### src/rtl/afp_pkg.sv
// Shared types and codes for the advertisement frame parser.
// Used by afp_parse, afp_rsp_queue and advertisement_frame_parser_unit.
`default_nettype none

package afp_pkg;

   // Result kinds.
   localparam logic [1:0] KIND_SALT   = 2'd0;
   localparam logic [1:0] KIND_KEY    = 2'd1;
   localparam logic [1:0] KIND_NAME   = 2'd2;
   localparam logic [1:0] KIND_REPORT = 2'd3;

   // Report status codes.
   localparam logic [2:0] ST_OK          = 3'd0;
   localparam logic [2:0] ST_TOO_SHORT   = 3'd1;
   localparam logic [2:0] ST_BAD_VERSION = 3'd2;
   localparam logic [2:0] ST_BAD_NAME    = 3'd3;
   localparam logic [2:0] ST_BAD_TLV     = 3'd4;
   localparam logic [2:0] ST_BAD_VENDOR  = 3'd5;

   // Element type code of the vendor element, and the one vendor id kept.
   localparam logic [7:0] TLV_TYPE_VENDOR = 8'd2;
   localparam logic [7:0] VENDOR_KEPT     = 8'd1;
   localparam logic [7:0] VENDOR_LEN_OK   = 8'd1;

   // Highest device type code; larger ones decode to unknown.
   localparam logic [2:0] DEV_CLASS_MAX  = 3'd5;
   localparam logic [2:0] DEVICE_UNKNOWN = 3'd0;

   // Saturation point of the frame byte counter.
   localparam logic [7:0] TOTAL_MAX = 8'hff;

   localparam int unsigned QueueDepth = 4;

   typedef struct packed {
      logic [1:0] kind;
      logic [7:0] payload;
      logic [7:0] field_index;
      logic [2:0] status;
      logic [2:0] version;
      logic [2:0] dev_class;
      logic       has_name;
      logic [7:0] name_length;
      logic       vendor;
      logic       last;
   } result_type;

   // What the parser hands to the result queue in one cycle.
   typedef struct packed {
      logic data_valid;
      logic report_valid;
   } push_type;

endpackage

`default_nettype wire

### src/rtl/afp_parse.sv
// Frame parsing state machine: one byte per cycle while accept is high, up to two results per byte.
// Depends on afp_pkg.
`default_nettype none

module afp_parse #(
   parameter int unsigned SaltBytes    = 2,
   parameter int unsigned KeyHashBytes = 14
) (
   input  wire logic               clock,
   input  wire logic               reset,
   input  wire logic               accept,
   input  wire logic [7:0]         data_byte,
   input  wire logic               frame_end,
   input  wire logic [2:0]         max_version,
   output afp_pkg::push_type       push,
   output afp_pkg::result_type     data_result,
   output afp_pkg::result_type     report_result
);

   localparam int unsigned MinFrame = 1 + SaltBytes + KeyHashBytes;

   typedef enum logic [2:0] {
      PH_HEADER  = 3'd0,
      PH_SALT    = 3'd1,
      PH_KEY     = 3'd2,
      PH_NAMELEN = 3'd3,
      PH_NAME    = 3'd4,
      PH_TYPE    = 3'd5,
      PH_LEN     = 3'd6,
      PH_VAL     = 3'd7
   } phase_type;

   phase_type  phase_ff, phase_in;
   logic [7:0] field_count_ff, field_count_in;
   logic [7:0] total_count_ff, total_count_in;
   logic [2:0] hdr_version_ff, hdr_version_in;
   logic [2:0] hdr_type_ff, hdr_type_in;
   logic       hdr_has_name_ff, hdr_has_name_in;
   logic [7:0] name_length_ff, name_length_in;
   logic [7:0] tlv_remaining_ff, tlv_remaining_in;
   logic       tlv_is_vendor_ff, tlv_is_vendor_in;
   logic       vendor_bad_ff, vendor_bad_in;
   logic       vendor_value_ff, vendor_value_in;
   logic [2:0] error_code_ff, error_code_in;

   logic [7:0] field_inc;
   logic [7:0] tlv_dec;
   logic       len_bad;
   logic [1:0] data_kind;
   logic       data_emit;
   logic [2:0] status;

   assign field_inc = field_count_ff + 8'd1;
   assign tlv_dec   = (tlv_remaining_ff != 8'd0) ? tlv_remaining_ff - 8'd1 : 8'd0;
   assign len_bad   = tlv_is_vendor_ff && (data_byte != afp_pkg::VENDOR_LEN_OK);

   // Next frame state for the byte on the input, before the end-of-frame clear.
   always_comb begin
      phase_in         = phase_ff;
      field_count_in   = field_count_ff;
      total_count_in   = (total_count_ff == afp_pkg::TOTAL_MAX) ? total_count_ff
                                                                : total_count_ff + 8'd1;
      hdr_version_in   = hdr_version_ff;
      hdr_type_in      = hdr_type_ff;
      hdr_has_name_in  = hdr_has_name_ff;
      name_length_in   = name_length_ff;
      tlv_remaining_in = tlv_remaining_ff;
      tlv_is_vendor_in = tlv_is_vendor_ff;
      vendor_bad_in    = vendor_bad_ff;
      vendor_value_in  = vendor_value_ff;
      error_code_in    = error_code_ff;
      data_emit        = 1'b0;
      data_kind        = afp_pkg::KIND_SALT;

      if (error_code_ff == afp_pkg::ST_OK) begin
         unique case (phase_ff)
            PH_HEADER: begin
               hdr_version_in  = data_byte[7:5];
               hdr_has_name_in = ~data_byte[4];
               hdr_type_in     = (data_byte[3:1] > afp_pkg::DEV_CLASS_MAX)
                                 ? afp_pkg::DEVICE_UNKNOWN : data_byte[3:1];
               field_count_in  = 8'd0;
               phase_in        = PH_SALT;
            end
            PH_SALT: begin
               data_emit      = 1'b1;
               data_kind      = afp_pkg::KIND_SALT;
               field_count_in = field_inc;
               if (field_inc >= 8'(SaltBytes)) begin
                  field_count_in = 8'd0;
                  phase_in       = PH_KEY;
               end
            end
            PH_KEY: begin
               data_emit      = 1'b1;
               data_kind      = afp_pkg::KIND_KEY;
               field_count_in = field_inc;
               if (field_inc >= 8'(KeyHashBytes)) begin
                  field_count_in = 8'd0;
                  phase_in       = hdr_has_name_ff ? PH_NAMELEN : PH_TYPE;
               end
            end
            PH_NAMELEN: begin
               name_length_in = data_byte;
               field_count_in = 8'd0;
               if (data_byte == 8'd0) begin
                  error_code_in = afp_pkg::ST_BAD_NAME;
               end else begin
                  phase_in = PH_NAME;
               end
            end
            PH_NAME: begin
               data_emit      = 1'b1;
               data_kind      = afp_pkg::KIND_NAME;
               field_count_in = field_inc;
               if (field_inc >= name_length_ff) begin
                  field_count_in = 8'd0;
                  phase_in       = PH_TYPE;
               end
            end
            PH_TYPE: begin
               tlv_is_vendor_in = (data_byte == afp_pkg::TLV_TYPE_VENDOR);
               phase_in         = PH_LEN;
            end
            PH_LEN: begin
               vendor_bad_in = len_bad;
               if (data_byte == 8'd0) begin
                  if (len_bad) begin
                     error_code_in = afp_pkg::ST_BAD_VENDOR;
                  end
                  phase_in = PH_TYPE;
               end else begin
                  tlv_remaining_in = data_byte;
                  phase_in         = PH_VAL;
               end
            end
            PH_VAL: begin
               if (tlv_is_vendor_ff && !vendor_bad_ff) begin
                  vendor_value_in = (data_byte == afp_pkg::VENDOR_KEPT);
               end
               tlv_remaining_in = tlv_dec;
               if (tlv_dec == 8'd0) begin
                  if (vendor_bad_ff) begin
                     error_code_in = afp_pkg::ST_BAD_VENDOR;
                  end
                  phase_in = PH_TYPE;
               end
            end
            default: begin
               phase_in = PH_HEADER;
            end
         endcase
      end
   end

   // Report status, in order of precedence, from the updated frame state.
   always_comb begin
      priority if (total_count_in < 8'(MinFrame)) begin
         status = afp_pkg::ST_TOO_SHORT;
      end else if (hdr_version_in > max_version) begin
         status = afp_pkg::ST_BAD_VERSION;
      end else if (error_code_in != afp_pkg::ST_OK) begin
         status = error_code_in;
      end else if (phase_in == PH_NAMELEN || phase_in == PH_NAME) begin
         status = afp_pkg::ST_BAD_NAME;
      end else if (phase_in == PH_VAL && tlv_remaining_in != 8'd0) begin
         status = afp_pkg::ST_BAD_TLV;
      end else begin
         status = afp_pkg::ST_OK;
      end
   end

   always_comb begin
      push.data_valid   = accept && data_emit;
      push.report_valid = accept && frame_end;

      data_result             = '0;
      data_result.kind        = data_kind;
      data_result.payload     = data_byte;
      data_result.field_index = field_count_ff;

      report_result             = '0;
      report_result.kind        = afp_pkg::KIND_REPORT;
      report_result.status      = status;
      report_result.version     = hdr_version_in;
      report_result.dev_class   = hdr_type_in;
      report_result.has_name    = hdr_has_name_in;
      report_result.name_length = name_length_in;
      report_result.vendor      = vendor_value_in;
      report_result.last        = 1'b1;
   end

   always_ff @(posedge clock) begin
      if (reset || (accept && frame_end)) begin
         phase_ff         <= PH_HEADER;
         field_count_ff   <= 8'd0;
         total_count_ff   <= 8'd0;
         hdr_version_ff   <= 3'd0;
         hdr_type_ff      <= 3'd0;
         hdr_has_name_ff  <= 1'b0;
         name_length_ff   <= 8'd0;
         tlv_remaining_ff <= 8'd0;
         tlv_is_vendor_ff <= 1'b0;
         vendor_bad_ff    <= 1'b0;
         vendor_value_ff  <= 1'b0;
         error_code_ff    <= afp_pkg::ST_OK;
      end else if (accept) begin
         phase_ff         <= phase_in;
         field_count_ff   <= field_count_in;
         total_count_ff   <= total_count_in;
         hdr_version_ff   <= hdr_version_in;
         hdr_type_ff      <= hdr_type_in;
         hdr_has_name_ff  <= hdr_has_name_in;
         name_length_ff   <= name_length_in;
         tlv_remaining_ff <= tlv_remaining_in;
         tlv_is_vendor_ff <= tlv_is_vendor_in;
         vendor_bad_ff    <= vendor_bad_in;
         vendor_value_ff  <= vendor_value_in;
         error_code_ff    <= error_code_in;
      end
   end

`ifndef SYNTH
   // Once an error is latched the frame yields no more data words.
   a_no_data_after_error: assert property (@(posedge clock) disable iff (reset)
      (error_code_ff != afp_pkg::ST_OK) |-> !push.data_valid)
      else $error("data word emitted after a frame error");

   // A report leaves the parser at the start of a fresh frame.
   a_clear_after_report: assert property (@(posedge clock) disable iff (reset)
      push.report_valid |=> (phase_ff == PH_HEADER && total_count_ff == 8'd0))
      else $error("frame state not cleared after report");

   // The header phase is only ever seen before the first byte of a frame.
   a_header_fresh: assert property (@(posedge clock) disable iff (reset)
      (phase_ff == PH_HEADER) |-> (total_count_ff == 8'd0))
      else $error("header phase with bytes already counted");
`endif

endmodule

`default_nettype wire

### src/rtl/afp_rsp_queue.sv
// Result queue: takes up to two results a cycle, hands out one per word.
// Depends on afp_pkg.
`default_nettype none

module afp_rsp_queue (
   input  wire logic                 clock,
   input  wire logic                 reset,
   input  wire afp_pkg::push_type    push,
   input  wire afp_pkg::result_type  data_result,
   input  wire afp_pkg::result_type  report_result,
   output logic                      in_stall,
   output logic                      out_valid,
   input  wire logic                 out_stall,
   output afp_pkg::result_type       out_result
);

   localparam int unsigned Depth  = afp_pkg::QueueDepth;
   localparam int unsigned PtrW   = $clog2(Depth);
   localparam int unsigned CountW = $clog2(Depth + 1);

   afp_pkg::result_type entry_ff [Depth];

   logic [PtrW-1:0]   wr_ptr_ff, wr_ptr_in;
   logic [PtrW-1:0]   rd_ptr_ff, rd_ptr_in;
   logic [CountW-1:0] count_ff, count_in;
   logic [PtrW-1:0]   report_slot;
   logic              pop;
   logic [CountW-1:0] n_push;

   assign pop         = out_valid && !out_stall;
   assign n_push      = CountW'(push.data_valid) + CountW'(push.report_valid);
   assign report_slot = wr_ptr_ff + PtrW'(push.data_valid);
   assign wr_ptr_in   = wr_ptr_ff + PtrW'(n_push);
   assign rd_ptr_in   = rd_ptr_ff + PtrW'(pop);
   assign count_in    = count_ff + n_push - CountW'(pop);

   assign out_valid  = (count_ff != '0);
   assign out_result = entry_ff[rd_ptr_ff];
   // Hold off the byte stream unless two free slots are certain.
   assign in_stall   = (count_ff > CountW'(Depth - 2));

   always_ff @(posedge clock) begin
      if (reset) begin
         wr_ptr_ff <= '0;
         rd_ptr_ff <= '0;
         count_ff  <= '0;
      end else begin
         wr_ptr_ff <= wr_ptr_in;
         rd_ptr_ff <= rd_ptr_in;
         count_ff  <= count_in;
      end
   end

   always_ff @(posedge clock) begin
      if (push.data_valid) begin
         entry_ff[wr_ptr_ff] <= data_result;
      end
      if (push.report_valid) begin
         entry_ff[report_slot] <= report_result;
      end
   end

`ifndef SYNTH
   a_count_bound: assert property (@(posedge clock) disable iff (reset)
      count_ff <= CountW'(Depth))
      else $error("result queue overflow");

   a_ptr_consistent: assert property (@(posedge clock) disable iff (reset)
      (wr_ptr_ff - rd_ptr_ff) == PtrW'(count_ff))
      else $error("queue pointers disagree with fill count");

   a_push_shows: assert property (@(posedge clock) disable iff (reset)
      (push.data_valid || push.report_valid) |=> out_valid)
      else $error("pushed result not offered");
`endif

endmodule

`default_nettype wire

### src/rtl/advertisement_frame_parser_unit.sv
// Top level of the advertisement frame parser: version register, parser, result queue.
// Depends on afp_pkg, afp_parse and afp_rsp_queue.
//
//   Channel  Direction  Handshake            Word
//   req_     in         req_valid/req_stall  one frame byte and its end-of-frame flag
//   rsp_     out        rsp_valid/rsp_stall  one result: data byte or final report
//   csr_     in         csr_valid/csr_ready  new max_version value
//
// A byte is parsed in the cycle it is accepted; its results enter a four-entry
// queue and are offered on rsp_ in order, behind any results already queued.
// One byte is taken every cycle while results drain; a last byte that also carries
// a data byte yields two results, which leave the queue one after the other.
// req_stall rises when the queue holds more than two results, so it depends only on
// the queue fill and not on rsp_stall directly.
// Synchronous reset clears the frame state and queue and sets max_version to 1.
`default_nettype none

module advertisement_frame_parser_unit #(
   parameter int unsigned SALT_BYTES     = 2,
   parameter int unsigned KEY_HASH_BYTES = 14
) (
   input  wire logic       clock,
   input  wire logic       reset,

   input  wire logic       req_valid,
   output logic            req_stall,
   input  wire logic [7:0] req_data_byte,
   input  wire logic       req_frame_end,

   output logic            rsp_valid,
   input  wire logic       rsp_stall,
   output logic [1:0]      rsp_kind,
   output logic [7:0]      rsp_payload,
   output logic [7:0]      rsp_field_index,
   output logic [2:0]      rsp_status,
   output logic [2:0]      rsp_version,
   output logic [2:0]      rsp_dev_class,
   output logic            rsp_has_name,
   output logic [7:0]      rsp_name_length,
   output logic            rsp_vendor,
   output logic            rsp_last,

   input  wire logic       csr_valid,
   output logic            csr_ready,
   input  wire logic [2:0] csr_max_version
);

   logic [2:0]          max_version_ff;
   logic                req_accept;
   afp_pkg::push_type   push;
   afp_pkg::result_type data_result;
   afp_pkg::result_type report_result;
   afp_pkg::result_type out_result;

   // The version register can be written at any time; software must write it only
   // between frames, which the block itself does not enforce.
   assign csr_ready  = 1'b1;
   assign req_accept = req_valid && !req_stall;

   always_ff @(posedge clock) begin
      if (reset) begin
         max_version_ff <= 3'd1;
      end else if (csr_valid && csr_ready) begin
         max_version_ff <= csr_max_version;
      end
   end

   afp_parse #(
      .SaltBytes    (SALT_BYTES),
      .KeyHashBytes (KEY_HASH_BYTES)
   ) u_parse (
      .clock         (clock),
      .reset         (reset),
      .accept        (req_accept),
      .data_byte     (req_data_byte),
      .frame_end     (req_frame_end),
      .max_version   (max_version_ff),
      .push          (push),
      .data_result   (data_result),
      .report_result (report_result)
   );

   afp_rsp_queue u_rsp_queue (
      .clock         (clock),
      .reset         (reset),
      .push          (push),
      .data_result   (data_result),
      .report_result (report_result),
      .in_stall      (req_stall),
      .out_valid     (rsp_valid),
      .out_stall     (rsp_stall),
      .out_result    (out_result)
   );

   // Fan the queued result out to the field ports.
   assign rsp_kind        = out_result.kind;
   assign rsp_payload     = out_result.payload;
   assign rsp_field_index = out_result.field_index;
   assign rsp_status      = out_result.status;
   assign rsp_version     = out_result.version;
   assign rsp_dev_class   = out_result.dev_class;
   assign rsp_has_name    = out_result.has_name;
   assign rsp_name_length = out_result.name_length;
   assign rsp_vendor      = out_result.vendor;
   assign rsp_last        = out_result.last;

endmodule

`default_nettype wire
### config.mk
export PLATFORM = sky130hd
export DESIGN_NAME = advertisement_frame_parser_unit
export DESIGN_NICKNAME = d
export VERILOG_FILES = /design/src/rtl/afp_pkg.sv /design/src/rtl/afp_parse.sv /design/src/rtl/afp_rsp_queue.sv /design/src/rtl/advertisement_frame_parser_unit.sv
export SDC_FILE = /design/constraint.sdc
export NUM_CORES = 1
export LEC_CHECK = 0
export BUFFER_PORTS_ARGS = -buffer_cell sky130_fd_sc_hd__buf_2
export CORE_MARGIN = 10
export CORE_UTILIZATION = 50
export CTS_CLUSTER_SIZE = 24
export DETAILED_ROUTE_END_ITERATION = 6
export GPL_ROUTABILITY_DRIVEN = 0
export PLACE_DENSITY = 0.67
export SETUP_SLACK_MARGIN = 0.5
export SYNTH_ARGS = -nofsm -noshare
export SYNTH_HDL_FRONTEND = slang
export SYNTH_SLANG_ARGS = --single-unit
### constraint.sdc
create_clock -name clock -period 7.36 [get_ports clock]
set_input_delay 0.368 -clock clock [delete_from_list [all_inputs] [get_ports clock]]
set_output_delay 0.368 -clock clock [all_outputs]
set_load 0.005 [all_outputs]
* Yosys cells after proc, flatten, opt, wreduce, memory -nomap -nowiden *
Memory sizes are Yosys's and may differ from the RTL's. A register that Yosys moved wholly into a read port is not among the register bits.
Index checks and enable logic that the tools add are counted.

storage, ports and cells
  bits in registers = 58
  bits in latches = 0
  RAM bits = 152
  ROM bits = 0
  bits of input ports = 17
  output and inout port bits = 41
  word-level logic and storage cells = 125
  memories = 1

memories
  name                  depth  bits a word  rd ports  clocked after Yosys merged registers in  write ports  RTL line             RTL
  u_rsp_queue.entry_ff  4      38           1         1                                        2            afp_rsp_queue.sv:21  afp_pkg::result_type entry_ff [Depth];

operators by class
  $add $sub $neg = 9
  multipliers = 0
  divide/modulo/power cells = 0
  order comparisons = 7
  equal/unequal tests = 14
  shifts and indexed selects = 0
  mux-type cells = 51
  bitwise logic cells = 1
  reductions and logical operators = 26

operator list
  cell                                                               number
  2-to-1 mux 8 bit                                                   9
  2-to-1 mux 3 bit                                                   23
  one-hot mux 8 bit (4 select lines)                                 1
  one-hot mux 3 bit (8 select lines)                                 1
  equality test 3 bit, second input constant                         6
  adder 8 x 1 -> 8 bit, second input constant                        2
  zero test 8 bit                                                    2
  one-hot mux 8 bit (2 select lines)                                 1
  nonzero test 8 bit                                                 2
  2-to-1 mux 1 bit                                                   11
  equality test 3 x 2 -> 1 bit, second input constant                3
  one-hot mux 3 bit (3 select lines)                                 1
  AND reduction 3 bit                                                3
  equality test 8 x 1 -> 1 bit, second input constant                1
  equality test 8 x 2 -> 1 bit, second input constant                1
  equality test 8 bit, second input constant                         1
  greater-or-equal comparator 8 x 2 -> 1 bit, second input constant  1
  greater-or-equal comparator 8 x 4 -> 1 bit, second input constant  1
  greater-or-equal comparator 8 bit                                  1
  < comparator 8 x 5 -> 1 bit, second input constant                 1
  != test 8 x 1 -> 1 bit, second input constant                      1
  subtractor 8 x 1 -> 8 bit, second input constant                   1
  logical AND 1 bit                                                  7
  zero test 3 bit                                                    2
  18 further kinds                                                   25

* Logic depth before layout (Yosys ltp) *
Gate-level depths: netlist of the first run.

  word-level depth = 13
  depth in mapped cells = 15
  mapped depth without buffers = 13

* By module *
From an unflattened synthesis of the first run, not the netlist that was laid out.

unflattened totals
  cells, all modules = 955
  area total of the unflattened synthesis = 12104.1 µm²

by module, submodules not included
  module                           instances  cells an instance  area an instance (µm²)  seq. area each (µm²)
  afp_rsp_queue                    1          416                7793.7                  4704.5
  afp_parse                        1          527                4190.3                  960.9
  advertisement_frame_parser_unit  1          12                 120.1                   60.1

* Least setup slack after synthesis of the first run *
OpenSTA, ideal clock, no wires.

  path kind = register to register
  start point = register u_parse.error_code_ff[2]
  end point = memory u_rsp_queue.entry_ff[0][19] in the netlist's numbering, data pin
  library setup time = 266 ps
  arrival time = 3302 ps
  data required time = 7094 ps
  path slack = 3792 ps
  cell stages (with the launch flop) = 16
  path buffers = 2
  period minus slack after synthesis = 3568 ps
  cell sequence = dfxtp_1 -> or3_1 -> clkbuf_1 -> or3_1 -> clkbuf_1 -> mux2i_1 -> inv_1 -> ha_1 -> nor2b_1 -> o21ai_0 -> a32oi_1 -> nor2_1 -> o21ai_0 -> a2111oi_4 -> a32oi_1 -> nor2_1

RTL lines
  element                   RTL line             RTL
  start: declaration        afp_parse.sv:44      logic [2:0] error_code_ff, error_code_in;
  start signal: assignment  afp_parse.sv:206     error_code_ff <= afp_pkg::ST_OK;
  start signal: assignment  afp_parse.sv:219     error_code_ff <= error_code_in;
  end: declaration          afp_rsp_queue.sv:21

==> reports/metrics.yaml, run 1 <==
synthesis.yosys.warnings: 0
area_growth_syn_to_layout_pct: 10.4
fin_crit_sh_pct: 58.5
drtIter0Drc: 791
final.setup_skew_ns: 0.0105
power.static_leakage_nw: 4.19
synth-edff-count: 76
cts_resized: 0
post_cts_hold_buffer_count: 0
pre_cts_worst_setup_slack_ns: 3.11
worst-endpoint-required_ns: 7.49
synth_cell_types: 77
drt-wirelength-per-cell_um: 19.3
place_hpwl_mm: 17.7
total_global_route_track_usage_pct: 19.9
route.antenna.remaining_nets: 0
seq_area_frac_synth_pct: 48.1
ioPinCount: 58
setup.worst_path.class: "reg -> reg"
drc: 0
synth_area_mm2: 0.0103
final_cell_count_no_fill: 1382
floorplan.die_area_mm2: 0.0268
cp_data_arrival_time_ns: 4.44
worst_ir_drop_vdd_mv: 0.171
setup_repair_after_global_routing_missed_its_margin: "no"
final_critical_path_setup_slack_ns: 3.05
synth_top_flop_cell: "dfxtp_1"
run_status: "complete, no violations"
timing.final.crit_period_ns: 4.31
die_height_um: 164
numClockSinks: 210
ys_ff_latch: 210
worstHoldStart: "csr_max_version[0]"
finalWirelength_mm: 26.7
core.rowCount: 52
path_category_of_the_worst_min_delay_check: "in -> reg"
dpl.cell_count: 1341
placedInstanceArea_mm2: 0.0107
via_per_inst: 5.84
setup-violations-final: 0
ys_async_sr_fraction_pct: 0
timing.hold.ws_ns: 0.0673
first_global_vias: 7798
clk_pin_slew_worst_paths_ns: 0.06
cts_buffers: 23
cts-root-to-sink-buffers: 3
cts-htree-levels: 1
syn-mean-instance-area_um2: 9.51
fillers: 1813
final_net_count: 1136
worst-slew-pin-transition_ns: 1.10
via_count: 8064
clock_tree_from_tritoncts: "done"
critical_path.endpoint_type: "flip-flop"
post_synthesis_net_count: 1127
max_slew_margin_pct: 26.5
grt_pass1_wl_mm: 43.0
r2r-start: "u_parse.phase_ff[0]"
powerDensity_mw_per_mm2: 303
clock_insertion_delay_worst_skew_ns: 0.51
core-area_mm2: 0.0203
synthesis.instances: 1087
die_w_um: 164
gr-total-overflow: 0
stdcell_area_mm2: 0.0114
clock.fmax_mhz: 232
path_max_fanout: 34
postCtsSetupRepairBufs: 0
antenna_found_initial: 0
number_of_antenna_cells_inserted: 0
hold_viol: 0
finalSetupTns_ns: 0
io_buffers: 56
ctsRootBufferMaster: "clkbuf_16"
drtPass1Iterations: 5
startpoint_type: "flip-flop"
grt_start_max_net_pins: 53
number_of_max_cap_violations: 0
post_route_cells_drive_above_1_share_pct: 15.1
startpoint: "u_parse.phase_ff[0]"
effective_utilization_at_floorplan_pct: 50.9
maxSlewViolCount: 0
## state kept, by name, summed over array words and instances, names as in the netlist, 8 cells and up
| name | count |
|---|---|
| u_parse.tlv_remaining_ff | 8 |
| u_rsp_queue.entry_ff | 152 |
| u_parse.field_count_ff | 8 |
| u_parse.name_length_ff | 8 |
| u_parse.total_count_ff | 8 |
## report_power, final
part,leakage (nW),switching [mW],internal (mW)
combinational,2.05,0.494,0.400
sequential,1.80,0.118,1.38
clock,0.339,0.451,0.604
## Yosys cell counts, types with 11 or more instances
| cell type | instances | area, um^2 |
|---|---|---|
| nand2_1 | 192 | 721 |
| nor2_1 | 139 | 522 |
| dfxtp_1 | 134 | 2680 |
| a21oi_1 | 102 | 510 |
| edfxtp_1 | 76 | 2280 |
| clkbuf_1 | 69 | 259 |
| mux4_2 | 38 | 856 |
| a211oi_1 | 28 | 210 |
| inv_1 | 27 | 101 |
| ha_1 | 22 | 275 |
| nand3_1 | 20 | 100 |
| o21ai_0 | 18 | 90.1 |
| nor2b_1 | 16 | 100 |
| nor3_1 | 16 | 80.1 |
| and3_1 | 14 | 87.6 |
| mux2i_1 | 14 | 140 |
| o211ai_1 | 12 | 90.1 |
| xnor2_1 | 11 | 96.3 |
## cell families (layout without fill, tap and decap cells)
| family | after synthesis | count (layout) | synth area share [%] |
|---|---|---|---|
| flops | 210 | 210 | 48.1 |
| simple gates | 461 | 461 | 20.3 |
| buf+inv | 109 | 134 | 4.14 |
| compound gates | 215 | 215 | 13.6 |
| fa+ha+maj | 23 | 23 | 2.86 |
| mux | 52 | 52 | 9.64 |
| other cells | 1 | 1 | 0.0363 |
| xor+xnor | 16 | 16 | 1.36 |
## stage by stage
step | power [mW] | util (%)
2_1_floorplan | 2.12 | -
3_3_place_gp | 2.41 | 52.8
3_5_place_dp | 2.43 | 52.8
4_1_cts | 3.48 | 56.2
5_1_grt | 3.64 | 56.2
6_report | 3.45 | 56.2
## cell usage in the layout, fill, tap and decap left out, drive strengths merged, types with 8 or more instances in the layout
cell type	instances
nand2	192
nor2	139
dfxtp	134
a21oi	103
edfxtp	76
buf	65
mux4	38
clkbuf	30
inv	29
a211oi	28
ha	22
nand3	20
o21ai	18
nor3	17
nor2b	16
and3	15
mux2i	14
o211ai	12
xnor2	11
or2	10
clkinv	8
## area by class of cell
| class | instances | area [um^2] | area share [%] |
|---|---|---|---|
| Timing Repair Buffer | 65 | 348 | 3.05 |
| Clock inverter | 11 | 58.8 | 0.516 |
| Sequential cell | 210 | 4970 | 43.5 |
| Clock buffer | 30 | 632 | 5.54 |
| Multi-Input combinational cell | 768 | 4960 | 43.5 |
| Tap cell | 270 | 338 | 2.96 |
| Inverter | 28 | 105 | 0.921 |
## worst max-delay path: stages (launching register included)
cell	delay, ns
dfxtp_1	0.99
nor2b_1	0.16
o311a_1	0.46
ha_1	0.25
xnor2_1	0.35
nand3_1	0.72
nand2_1	0.99
## path summary, 6_finish.rpt
check                           endpoint  slack, ns  cells after the start
min reg2reg   u_rsp_queue.entry_ff[1][0]       0.45                      2
min                    max_version_ff[0]       0.07                      2
max          u_rsp_queue.entry_ff[1][17]       3.05                      6
max reg2reg  u_rsp_queue.entry_ff[1][17]       3.05                      6
## routing by layer
layer	up-vias	part of all wire, %	wire, um	track usage [%]
li1	3903	-	-	-
met1	3857	44	11800	27.0
met2	268	46	12400	32.5
met3	36	7.7	2050	3.18
met4	0	2.0	539	5.16
met5	-	0	0	0
No activity file was read; power rests on OpenSTA's default activity.
==> run 2: changes to the inputs <==
PLACE_DENSITY = 0.7   (was 0.67)
clock period = 3.8 ns   (was 7.36 ns; I/O delays follow)
==> run 2 against run 1 <==
Effect of this change:
- clock power increased by 100%
- sequential cell count unchanged
- non-clock buffer count increased by 46
- critical endpoint is now u_rsp_queue.entry_ff[3][19]
- largest cell class is now multi-input combinational cells
==> reports/metrics.yaml, run 2 (synthesis results as in run 1) <==
finalSetupTns_ns: 0
total_global_route_track_usage_pct: 20.6
path_max_fanout: 9
seq_power_share_pct: 42.2
drt-wirelength-per-cell_um: 20.1
floorplan.die_area_mm2: 0.0268
clock_insertion_delay_worst_skew_ns: 0.51
numClockSinks: 210
run_status: "complete, no violations"
powerDensity_mw_per_mm2: 581
hold_viol: 0
ctsRootBufferMaster: "clkbuf_16"
sw_frac_of_total_pct: 30.8
worst-endpoint-required_ns: 4.05
cp_data_arrival_time_ns: 3.43
grt_pass1_wl_mm: 44.3
post_route_cells_drive_above_1_share_pct: 20.0
timing.final.crit_period_ns: 3.18
number_of_antenna_cells_inserted: 0
effective_utilization_at_floorplan_pct: 50.9
fillers: 1741
startpoint: "u_parse.tlv_remaining_ff[0]"
via_per_inst: 5.94
worst_path_largest_cell_delay_ns: 0.51
route.antenna.remaining_nets: 0
clk_pin_slew_worst_paths_ns: 0.06
io_buffers: 56
drtPass1Iterations: 5
area_growth_syn_to_layout_pct: 16.1
r2r-start: "u_parse.tlv_remaining_ff[0]"
via_count: 8489
maxSlewViolCount: 0
number_of_max_cap_violations: 0
dpl.cell_count: 1365
cts-htree-levels: 1
worst-slew-pin-transition_ns: 1.15
timing.hold.ws_ns: 0.0300
die_w_um: 164
grt_start_max_net_pins: 53
setup-violations-final: 0
finalWirelength_mm: 28.8
r2r_setup_slack_ns: 0.62
drtIter0Drc: 632
registers.top_by_ff_count: "u_rsp_queue.entry_ff"
cellInternalPower_mw: 4.82
cp_cell_sequence: "inv_1 > ha_1 > or3b_4 > nor4_2 > a211oi_1 > a2111oi_2 > or2_2 > a21oi_2 > a32oi_2 > nor2_1"
worst_ir_drop_vdd_mv: 0.309
clock_tree_from_tritoncts: "done"
worstHoldStart: "csr_valid"
startpoint_type: "flip-flop"
final_cell_count_no_fill: 1429
core-area_mm2: 0.0203
timing.critical_path.slowest_stage_cell: "a2111oi_2"
gr-total-overflow: 0
combPwrFrac_pct: 26.8
clock.fmax_mhz: 315
critical_path.endpoint_type: "flip-flop"
ioPinCount: 58
final_net_count: 1182
mostFrequentLayoutCells: "191 x nand2_1, 139 x nor2_1, 128 x dfxtp_1, 101 x a21oi_1, 76 x edfxtp_1"
cts-root-to-sink-buffers: 3
first_global_vias: 8174
setup.worst_path.class: "reg -> reg"
core.rowCount: 52
final.setup_skew_ns: 0.00936
setup_repair_after_global_routing_missed_its_margin: "yes"
place_hpwl_mm: 18.4
power.static_leakage_nw: 4.47
mostFrequentLayoutCell: "nand2_1"
drc: 0
antenna_found_initial: 0
largest_register_ff_count: 152
cts_buffers: 23
power.share.clock_pct: 31.0
fin_crit_sh_pct: 83.6
die_height_um: 164
switchingPower_mw: 2.14
path_category_of_the_worst_min_delay_check: "in -> reg"
max_slew_margin_pct: 23.3
-- run 2: changes by cell type in the layout (fill, tap and decap cells not counted), sizes merged --
cell / change
inv: -1
clkbuf: -1
buf: +39
clkinv: +1
bufinv: +2
dlygate4sd3: +7
-- run 2: cell type report --
class	count	area (um^2)	area share, %
Clock buffer	29	618	5.15
Clock inverter	13	115	0.960
Inverter	28	105	0.876
Multi-Input combinational cell	768	5120	42.7
Sequential cell	210	4970	41.5
Tap cell	270	338	2.82
Timing Repair Buffer	111	718	5.99
-- run 2: layer usage --
metal / track usage, % / up-vias / share of wire (%)
li1: - / 4001 / -
met4: 5.24 / 0 / 1.9
met1: 27.0 / 4109 / 42
met2: 34.6 / 334 / 48
met3: 3.48 / 45 / 7.9
met5: 0 / - / 0
-- run 2: power groups by stage --
stage | Combinational, mW | Clock (mW) | Sequential [mW]
after floorplan | 1.30 | 0 | 2.83
after global placement | 1.76 | 0 | 2.96
after detailed placement | 1.79 | 0 | 2.98
after CTS | 1.83 | 2.19 | 2.93
after global routing | 2.04 | 2.28 | 2.98
final | 1.87 | 2.16 | 2.94
-- run 2: path summary, 6_finish.rpt --
check                                end  cells past startpoint
min reg2reg   u_rsp_queue.entry_ff[2][0]                      2
max reg2reg  u_rsp_queue.entry_ff[3][19]                     10
min                    max_version_ff[2]                      3
max          u_rsp_queue.entry_ff[3][19]                     10
-- run 2: worst max-delay path, delay by kind of cell (launching register included) --
family          cells  cell delay (ns)
flops               1             0.37
compound gates      4             1.10
fa+ha+maj           1             0.25
simple gates        4             1.09
buf+inv             1             0.10
-- run 2: timing repair --
item / in CTS / in global routing
gates resized for setup: 9 / 28
hold endpoints to repair: 5 / 0
setup endpoints to repair: 20 / 20
buffers inserted: 2 / 13
pin swaps: 4 / 19
hold buffers: 7 / 0
-- run 2: per-stage QoR --
step           util, %  worst slack (ns)  power [mW]  area, um^2
2_1_floorplan        -             0.505        4.13       10400
3_3_place_gp      53.8             0.292        4.73       10900
3_5_place_dp      53.8             0.231        4.77       10900
4_1_cts           58.1             0.509        6.95       11800
5_1_grt           59.1             0.427        7.30       12000
6_report          59.1             0.623        6.96       12000
